**config.mk**
```make
export PLATFORM = sky130hd
export DESIGN_NAME = scancode_set1_to_ascii_unit
export DESIGN_NICKNAME = d
export VERILOG_FILES = /design/src/sv/scs1a_pkg.sv /design/src/sv/scancode_set1_to_ascii_unit.sv /design/src/sv/scs1a_decode.sv /design/src/sv/scs1a_out_stage.sv
export SDC_FILE = /design/constraint.sdc
export NUM_CORES = 1
export LEC_CHECK = 0
export BUFFER_PORTS_ARGS = -buffer_cell sky130_fd_sc_hd__buf_2
export CAP_MARGIN = 20
export CORE_MARGIN = 5
export CORE_UTILIZATION = 63
export CTS_BUF_LIST = sky130_fd_sc_hd__clkbuf_8
export DETAILED_ROUTE_END_ITERATION = 12
export GPL_ROUTABILITY_DRIVEN = 0
export PLACE_DENSITY = 0.83
export SETUP_SLACK_MARGIN = 0.2
export SLEW_MARGIN = 25
export SYNTH_ARGS = -nofsm -noshare
export SYNTH_HDL_FRONTEND = slang
export SYNTH_SLANG_ARGS = --single-unit
```
**constraint.sdc**
```tcl
create_clock -name aclk -period 3.8 [get_ports aclk]
set_clock_uncertainty 0.15 [all_clocks]
set_input_delay 0.76 -clock aclk [delete_from_list [all_inputs] [get_ports aclk]]
set_output_delay 0.76 -clock aclk [all_outputs]
set_load 0.03 [all_outputs]
```
**src/sv/scs1a_pkg.sv**
```systemverilog
// Shared types, key codes and ASCII lookup tables for the set-1 scancode decoder.
`default_nettype none

package scs1a_pkg;

    localparam int ScanW = 8;
    localparam int CharW = 7;
    localparam int IdxW  = 6;

    localparam logic [ScanW-1:0] KeyPrefix = 8'he0;

    // make codes with the break bit stripped
    localparam logic [ScanW-2:0] KeyCtrl   = 7'h1d;
    localparam logic [ScanW-2:0] KeyShiftL = 7'h2a;
    localparam logic [ScanW-2:0] KeyShiftR = 7'h36;
    localparam logic [ScanW-2:0] KeyAlt    = 7'h38;
    localparam logic [ScanW-2:0] KeyCaps   = 7'h3a;
    localparam logic [ScanW-2:0] KeyEnd    = 7'h3b;

    typedef struct packed {
        logic prefix;
        logic shift;
        logic ctrl;
        logic alt;
        logic caps;
    } kbd_state_t;

    typedef struct packed {
        logic [CharW-1:0] char_code;
        logic             unknown_key;
        logic             shift_down;
        logic             ctrl_down;
        logic             alt_down;
        logic             caps_on;
    } key_result_t;

    function automatic logic [CharW-1:0] plain_char(input logic [IdxW-1:0] idx);
        logic [CharW-1:0] c;
        case (idx)
            6'h01: c = 7'h1b;
            6'h02: c = 7'h31;
            6'h03: c = 7'h32;
            6'h04: c = 7'h33;
            6'h05: c = 7'h34;
            6'h06: c = 7'h35;
            6'h07: c = 7'h36;
            6'h08: c = 7'h37;
            6'h09: c = 7'h38;
            6'h0a: c = 7'h39;
            6'h0b: c = 7'h30;
            6'h0c: c = 7'h2d;
            6'h0d: c = 7'h3d;
            6'h0e: c = 7'h08;
            6'h0f: c = 7'h09;
            6'h10: c = 7'h71;
            6'h11: c = 7'h77;
            6'h12: c = 7'h65;
            6'h13: c = 7'h72;
            6'h14: c = 7'h74;
            6'h15: c = 7'h79;
            6'h16: c = 7'h75;
            6'h17: c = 7'h69;
            6'h18: c = 7'h6f;
            6'h19: c = 7'h70;
            6'h1a: c = 7'h5b;
            6'h1b: c = 7'h5d;
            6'h1c: c = 7'h0d;
            6'h1e: c = 7'h61;
            6'h1f: c = 7'h73;
            6'h20: c = 7'h64;
            6'h21: c = 7'h66;
            6'h22: c = 7'h67;
            6'h23: c = 7'h68;
            6'h24: c = 7'h6a;
            6'h25: c = 7'h6b;
            6'h26: c = 7'h6c;
            6'h27: c = 7'h3b;
            6'h28: c = 7'h27;
            6'h29: c = 7'h60;
            6'h2b: c = 7'h5c;
            6'h2c: c = 7'h7a;
            6'h2d: c = 7'h78;
            6'h2e: c = 7'h63;
            6'h2f: c = 7'h76;
            6'h30: c = 7'h62;
            6'h31: c = 7'h6e;
            6'h32: c = 7'h6d;
            6'h33: c = 7'h2c;
            6'h34: c = 7'h2e;
            6'h35: c = 7'h2f;
            6'h37: c = 7'h2a;
            6'h39: c = 7'h20;
            default: c = '0;
        endcase
        return c;
    endfunction

    function automatic logic [CharW-1:0] shift_char(input logic [IdxW-1:0] idx);
        logic [CharW-1:0] c;
        case (idx)
            6'h01: c = 7'h1b;
            6'h02: c = 7'h21;
            6'h03: c = 7'h40;
            6'h04: c = 7'h23;
            6'h05: c = 7'h24;
            6'h06: c = 7'h25;
            6'h07: c = 7'h5e;
            6'h08: c = 7'h26;
            6'h09: c = 7'h2a;
            6'h0a: c = 7'h28;
            6'h0b: c = 7'h29;
            6'h0c: c = 7'h5f;
            6'h0d: c = 7'h2b;
            6'h0e: c = 7'h08;
            6'h0f: c = 7'h09;
            6'h10: c = 7'h51;
            6'h11: c = 7'h57;
            6'h12: c = 7'h45;
            6'h13: c = 7'h52;
            6'h14: c = 7'h54;
            6'h15: c = 7'h59;
            6'h16: c = 7'h55;
            6'h17: c = 7'h49;
            6'h18: c = 7'h4f;
            6'h19: c = 7'h50;
            6'h1a: c = 7'h7b;
            6'h1b: c = 7'h7d;
            6'h1c: c = 7'h0d;
            6'h1e: c = 7'h41;
            6'h1f: c = 7'h53;
            6'h20: c = 7'h44;
            6'h21: c = 7'h46;
            6'h22: c = 7'h47;
            6'h23: c = 7'h48;
            6'h24: c = 7'h4a;
            6'h25: c = 7'h4b;
            6'h26: c = 7'h4c;
            6'h27: c = 7'h3a;
            6'h28: c = 7'h22;
            6'h29: c = 7'h7e;
            6'h2b: c = 7'h7c;
            6'h2c: c = 7'h5a;
            6'h2d: c = 7'h58;
            6'h2e: c = 7'h43;
            6'h2f: c = 7'h56;
            6'h30: c = 7'h42;
            6'h31: c = 7'h4e;
            6'h32: c = 7'h4d;
            6'h33: c = 7'h3c;
            6'h34: c = 7'h3e;
            6'h35: c = 7'h3f;
            6'h37: c = 7'h2a;
            6'h39: c = 7'h20;
            default: c = '0;
        endcase
        return c;
    endfunction

endpackage

`default_nettype wire

```
**src/sv/scancode_set1_to_ascii_unit.sv**
```systemverilog
// Top level of the set-1 scancode to ASCII decoder.
// Takes one keyboard byte per cycle unless stalled by a full result register, and
// delivers one result per make code through an input register, one table
// lookup plus modifier update, and a result register. Prefix bytes (0xE0) and
// break codes produce no result but still update the prefix and modifier
// state. Sustained rate is one byte per cycle, limited only by the result
// register being drained on the master side.
`default_nettype none

module scancode_set1_to_ascii_unit (
    input  wire logic       aclk,
    input  wire logic       aresetn,
    input  wire logic       s_tvalid,
    output logic            s_tready,
    input  wire logic [7:0] s_tdata,   // [7:0] scan_byte
    output logic            m_tvalid,
    input  wire logic       m_tready,
    output logic [7:0]      m_tdata,   // [6:0] char_code, [7] zero
    output logic [4:0]      m_tuser    // [0] unknown_key, [1] shift_down, [2] ctrl_down,
                                       // [3] alt_down, [4] caps_on
);

    logic                              in_valid_reg;
    logic                              in_valid_next;
    logic [scs1a_pkg::ScanW-1:0]       in_byte_reg;
    scs1a_pkg::kbd_state_t             state_reg;
    scs1a_pkg::kbd_state_t             state_next;
    logic                              has_result;
    scs1a_pkg::key_result_t            dec_res;
    scs1a_pkg::key_result_t            out_res;
    logic                              out_free;
    logic                              advance;
    logic                              load;

    scs1a_decode u_decode (
        .scan_byte  (in_byte_reg),
        .cur        (state_reg),
        .nxt        (state_next),
        .has_result (has_result),
        .res        (dec_res)
    );

    assign advance  = in_valid_reg && (!has_result || out_free);
    assign load     = advance && has_result;
    assign s_tready = !in_valid_reg || advance;
    assign in_valid_next = (s_tvalid && s_tready) || (in_valid_reg && !advance);

    always_ff @(posedge aclk) begin
        if (!aresetn) begin
            in_valid_reg <= 1'b0;
            state_reg    <= '0;
        end else begin
            in_valid_reg <= in_valid_next;
            if (advance) begin
                state_reg <= state_next;
            end
        end
    end

    always_ff @(posedge aclk) begin
        if (s_tvalid && s_tready) begin
            in_byte_reg <= s_tdata;
        end
    end

    scs1a_out_stage u_out (
        .aclk     (aclk),
        .aresetn  (aresetn),
        .load     (load),
        .load_res (dec_res),
        .free     (out_free),
        .m_tvalid (m_tvalid),
        .m_tready (m_tready),
        .res      (out_res)
    );

    assign m_tdata = {1'b0, out_res.char_code};
    assign m_tuser = {out_res.caps_on, out_res.alt_down, out_res.ctrl_down,
                      out_res.shift_down, out_res.unknown_key};

    a_unknown_no_char: assert property (@(posedge aclk) disable iff (!aresetn)
        m_tvalid && m_tuser[0] |-> m_tdata == 8'h00)
        else $error("unknown key carries a character");

    a_prefix_set: assert property (@(posedge aclk) disable iff (!aresetn)
        advance && in_byte_reg == scs1a_pkg::KeyPrefix |=> state_reg.prefix)
        else $error("prefix flag not set after prefix byte");

    a_prefix_clear: assert property (@(posedge aclk) disable iff (!aresetn)
        advance && in_byte_reg != scs1a_pkg::KeyPrefix |=> !state_reg.prefix)
        else $error("prefix flag not cleared");

    a_caps_toggle: assert property (@(posedge aclk) disable iff (!aresetn)
        $past(aresetn) && state_reg.caps != $past(state_reg.caps) |->
            $past(advance) && $past(in_byte_reg) == {1'b0, scs1a_pkg::KeyCaps} &&
            !$past(state_reg.prefix))
        else $error("caps lock changed without a caps make");

endmodule

`default_nettype wire

```
**src/sv/scs1a_decode.sv**
```systemverilog
// Combinational decode of one scancode byte against the current keyboard state.
`default_nettype none

module scs1a_decode (
    input  wire logic [scs1a_pkg::ScanW-1:0] scan_byte,
    input  wire scs1a_pkg::kbd_state_t      cur,
    output scs1a_pkg::kbd_state_t           nxt,
    output logic                            has_result,
    output scs1a_pkg::key_result_t          res
);

    logic                              ext;
    logic                              brk;
    logic [scs1a_pkg::ScanW-2:0]       mk;
    logic                              known;
    logic                              symbol;
    logic                              use_shift;
    logic [scs1a_pkg::CharW-1:0]       ch;

    assign ext = cur.prefix;
    assign brk = scan_byte[scs1a_pkg::ScanW-1];
    assign mk  = scan_byte[scs1a_pkg::ScanW-2:0];

    assign known = !brk && ((!ext && (mk != '0) && (mk < scs1a_pkg::KeyEnd)) ||
                            (ext && (mk == scs1a_pkg::KeyCtrl || mk == scs1a_pkg::KeyAlt)));

    assign symbol = !ext && ((mk < 7'h0e) || mk == 7'h29 || mk == 7'h1a || mk == 7'h1b ||
                             mk == 7'h2b || mk == 7'h27 || mk == 7'h28 || mk == 7'h33 ||
                             mk == 7'h34 || mk == 7'h35);

    assign use_shift = symbol ? cur.shift : (cur.shift ^ cur.caps);
    assign ch = use_shift ? scs1a_pkg::shift_char(mk[scs1a_pkg::IdxW-1:0])
                          : scs1a_pkg::plain_char(mk[scs1a_pkg::IdxW-1:0]);

    always_comb begin
        nxt        = cur;
        has_result = 1'b0;
        res.char_code   = '0;
        res.unknown_key = 1'b0;
        if (scan_byte == scs1a_pkg::KeyPrefix) begin
            nxt.prefix = 1'b1;
        end else begin
            nxt.prefix = 1'b0;
            if (brk) begin
                if (mk == scs1a_pkg::KeyCtrl) begin
                    nxt.ctrl = 1'b0;
                end else if (!ext && (mk == scs1a_pkg::KeyShiftL ||
                                      mk == scs1a_pkg::KeyShiftR)) begin
                    nxt.shift = 1'b0;
                end else if (mk == scs1a_pkg::KeyAlt) begin
                    nxt.alt = 1'b0;
                end
            end else begin
                has_result = 1'b1;
                if (known) begin
                    res.char_code = ch;
                    if (mk == scs1a_pkg::KeyCtrl) begin
                        nxt.ctrl = 1'b1;
                    end else if (!ext && (mk == scs1a_pkg::KeyShiftL ||
                                          mk == scs1a_pkg::KeyShiftR)) begin
                        nxt.shift = 1'b1;
                    end else if (mk == scs1a_pkg::KeyAlt) begin
                        nxt.alt = 1'b1;
                    end else if (!ext && mk == scs1a_pkg::KeyCaps) begin
                        nxt.caps = !cur.caps;
                    end
                end else begin
                    res.unknown_key = 1'b1;
                end
            end
        end
        res.shift_down = nxt.shift;
        res.ctrl_down  = nxt.ctrl;
        res.alt_down   = nxt.alt;
        res.caps_on    = nxt.caps;
    end

endmodule

`default_nettype wire

```
**src/sv/scs1a_out_stage.sv**
```systemverilog
// Result register on the master side of the decoder.
`default_nettype none

module scs1a_out_stage (
    input  wire logic                   aclk,
    input  wire logic                   aresetn,
    input  wire logic                   load,
    input  wire scs1a_pkg::key_result_t load_res,
    output logic                        free,
    output logic                        m_tvalid,
    input  wire logic                   m_tready,
    output scs1a_pkg::key_result_t      res
);

    logic                   valid_reg;
    logic                   valid_next;
    scs1a_pkg::key_result_t res_reg;

    assign free       = !valid_reg || m_tready;
    assign valid_next = load || (valid_reg && !m_tready);

    always_ff @(posedge aclk) begin
        if (!aresetn) begin
            valid_reg <= 1'b0;
        end else begin
            valid_reg <= valid_next;
        end
    end

    always_ff @(posedge aclk) begin
        if (load) begin
            res_reg <= load_res;
        end
    end

    assign m_tvalid = valid_reg;
    assign res      = res_reg;

endmodule

`default_nettype wire

```
[Word-level counts from Yosys, hierarchy flattened]
Memories as Yosys holds them, arrays and structs flattened. A register that Yosys moved wholly into a read port is not among the register bits.
Index checks and enable logic that the tools add are counted.
Storage, ports and cells
  flip-flop bits (word level): 27
  ROM bits: 896
  input bits: 12
  output and inout bits: 15
  logic and storage cells: 101
  memories: 2
Operators by class
  order comparisons: 2
  equal/unequal tests: 15
  multiplexer cells: 26
  bitwise operators: 2
  reduce and logical (&&, ||, !) cells: 40
Memories
  (name not given): depth 64, width 7, read ports 1, clocked after memory_dff 1, write ports 0, line scs1a_pkg.sv:39  | case (idx)
  (name not given): depth 64, width 7, read ports 1, clocked after memory_dff 1, write ports 0, line scs1a_pkg.sv:100  | case (idx)
Operators by type and width (count)
  $eq 7x6->1 const B: 11
  $eq 7x5->1 const B: 3
  $mux 1: 18
  $logic_or 1x1->1: 17
  $logic_and 1x1->1: 12
  $mux 6: 2
  $eq 8x8->1 const B: 1
  $logic_not 1->1: 8
  $mux 4: 2
  $lt 7x4->1 const B: 1
  $lt 7x6->1 const B: 1
  $mux 7: 1
  $reduce_bool 7->1: 1
  $mux 2: 2
  $mux 3: 1
  $reduce_or 3->1: 1
  $reduce_or 2->1: 1
  $not 1->1: 1
  $xor 1x1->1: 1

[Depth between registers and ports, before layout]
  depth in word-level cells: 13
  depth in mapped cells: 13
  depth with buffers taken out: 12

[Modules after synthesis]
Synthesis repeated with hierarchy kept, for this count alone.
Unflattened totals
  cell total of the unflattened synthesis: 303
  area, all modules: 2537.4 um2
Modules (own cells, without submodules)
  scs1a_decode: times used 1, cells an instance 248, area an instance 1611.5 um2
  scancode_set1_to_ascii_unit: times used 1, cells an instance 39, area an instance 516.7 um2
  scs1a_out_stage: times used 1, cells an instance 16, area an instance 409.1 um2

[Worst setup path before layout]
Ideal clock, no wire load.
  path kind: input-to-reg
  start point: input port m_tready
  end point: register with a tool-made name
  data arrival time: 2.842 ns
  slack: 0.686 ns
  stages: 12
  path buffers: 1
  cells stage by stage: and4bb_4 inv_4 nand2_8 inv_6 buf_2 o21ai_1 inv_1 ha_1 a21oi_1 nor2_1 a31o_2 a311o_1
RTL lines
  start, declared: line scancode_set1_to_ascii_unit.sv:17  | input wire logic m_tready,

==> metrics.cfg <==
[status]
status=finished clean

[global_route]
grt_max_degree=37
track_usage_pct=29.56
grt_pass1_vias=3355
gr-total-overflow=0
grt_pass1_wl_um=17210
antenna_found_initial=0

[yosys]
synthMostInstantiatedCell=nand2_1
ys_types=82
netlist_top_cells_count=nand2_1, a21oi_1, o21ai_0, nor2_1, dfxtp_1
async_reset_ff_share_pct=0
syn_avg_cell_area_um2=8.169
synthFlopType=dfxtp_1
synth_top_area_share_pct=16.82
synth_compound_area_share_pct=31.06
synth_area_mm2=0.003570
synthSimpleGateAreaFrac_pct=22.96
synthTopCellsByArea=edfxtp_1, dfxtp_1, a21oi_1
synth_top_area_cell=edfxtp_1
synth_top_family_by_area=compound AO/OA/AOI/OAI gates
synthAdderAreaFrac_pct=3.856
yosysSeqAreaShare_pct=28.60
yosys.area_share.xor_xnor_pct=1.717
ys_ff_latch=41
synth_mux_area_share_pct=4.872
synth_nets=460
synth_edf_count=20
yosysWarnings=0
synthCells=437

[finish]
layout-drive-gt1-share_pct=13.12
antennaDiodeCount=0
syn2layout_area_growth_pct=5.678
fillers=460
multi_input_area_mm2=0.002305
nets=464
regArea_mm2=0.001021
final_core_util_pct=68.51

[routing]
vias=3728
wire_per_inst_um=20.71
drc=0
ant_nets=0
post_drt_via_cell_ratio=7.253
wl_um=10640
drtPass1Iterations=8
drt_iter0_drc=458

[sta]
setup_violations=0
finalSetupTns_ps=0
hold_violations=0
fin_ws_ps=516.7
tightest_slew_ps=925.3
relSlewSlack_pct=38.08
period_minus_slack_ps=3283
drv_slew=0
fmax_mhz=304.6
rsz0062_at_grt=false
finalCritPeriodShare_pct=86.40

[worst_hold_path]
hold_depth=2
hold_start=state_reg[2]
worstHoldEndpoint=state_reg[2]
hold_class=flop to flop

[critical_path]
cp.depth=11
cp_data_required_time_ps=3810
path_delay_family=compound AO/OA/AOI/OAI gates
crit_arrival_ps=3290
critPathKind=flop to flop
r2r-start=in_byte_reg[7]
slowest_delay_ps=550
crit_buf_inv=4
worstSetupStartpointType=flop
rr_worst_depth=11
cp-end-kind=flop
cp_max_fo=30
critPathSlowestCell=edfxtp_1
r2r_slack_ps=520
crit_chain=and4bb_4, inv_4, nand2_8, inv_6, o21ai_1, inv_1, ha_1, buf_4, a21o_1, a222oi_1, nand3_1

[clock_network]
clockRootBuffer=clkbuf_8
h-tree-depth=2
cts.reportedPaths.clkPinSlew_ps=80
cts_sinks=41
cts_setup_buffers=0
hold_buffers=0
numCtsBuffers=5
cts_tree=done
cts-resized-gates=0
clk_path_buf_depth=2
clock_latency_ps=300

[floorplanning]
die_w_um=85.28
initial_core_util_pct=64.83
die-area_mm2=0.007272
dieHeight_um=85.28
io_pins=27
core-area_mm2=0.005507
num_rows=27

[placed_design]
pre_cts_ws_ps=329.1
port_buffers=25
dp_hpwl_um=7482

[job]
drv_cap=0

[pwr]
finalPower_mw=1.235
powerDensity_mw_per_mm2=327.4
peakVddDrop_v=0.0001942
leakage_nw=1.413

-- per-stage QoR --
| stage | cell area (um2) | cells | hold WS [ps] |
|---|---|---|---|
| CTS | 3772 | 514 | 334.8 |
| global placement | 3662 | 506 | 314.9 |
| detailed placement | 3662 | 506 | 322.4 |
| floorplan | 3570 | 437 | 298.9 |
| global route | 3772 | 514 | 370.2 |
| finish | 3772 | 514 | 336.5 |
-- logic make-up (layout without fill, tap and decap cells) --
family / Yosys count / after routing
multiplexers: 14 / 14
buffers and inverters: 51 / 56
AND/OR/NAND/NOR: 151 / 151
flip-flops: 41 / 41
XOR/XNOR: 7 / 7
other: 1 / 1
AO/OA/AOI/OAI: 161 / 161
adder cells (fa/ha/maj): 11 / 11
-- per-layer routing --
layer	track usage (%)	vias up	wire [um]	part of all wire [%]
met5	0	-	0	0
li1	-	1681	-	-
met2	45.55	312	4577	43
met1	38.61	1662	4116	39
met3	4.951	73	1252	12
met4	17.55	0	696	6.5
-- worst min-delay path: cells and delay by family (launching register included) --
kind           cells  cell delay (ps)
flip-flops         1              320
AO/OA/AOI/OAI      2              130
-- cell type report --
class | count | share of cell area (%)
flip-flops and latches | 41 | 27.06
repair buffers | 31 | 4.511
well taps | 72 | 2.388
clock inverters | 3 | 1.095
clock buffers | 5 | 1.824
multi-input cells | 345 | 61.09
inverters | 17 | 2.023
-- layout by cell type, fill, tap and decap left out, drive strengths merged, types with 5 or more instances in the layout --
cell type,n
nand2,37
a21boi,6
edfxtp,20
buf,31
o211ai,7
nand3,17
o21ai,35
dfxtp,21
nand2b,10
nor4,5
nor3,5
a211oi,6
a21oi,33
inv,16
clkbuf,5
nand4,13
ha,11
nor2,23
or3,5
a31oi,7
o31ai,11
nor2b,15
a2bb2oi,5
mux2i,10
-- power breakdown --
part | internal [mW] | switching, mW
Sequential | 0.501 | 0.0333
Combinational | 0.124 | 0.218
Clock | 0.194 | 0.165
-- how the worst max path moves through the flow --
stage	from	to	slack, ps
floorplan	m_tready	flop	690
global placement	m_tready	flop	400
global route	in_byte_reg[7]	flop	340
CTS	in_byte_reg[7]	flop	620
detailed placement	m_tready	flop	330
finish	in_byte_reg[7]	flop	520
Note: power is estimated with default switching activity, not from simulation.
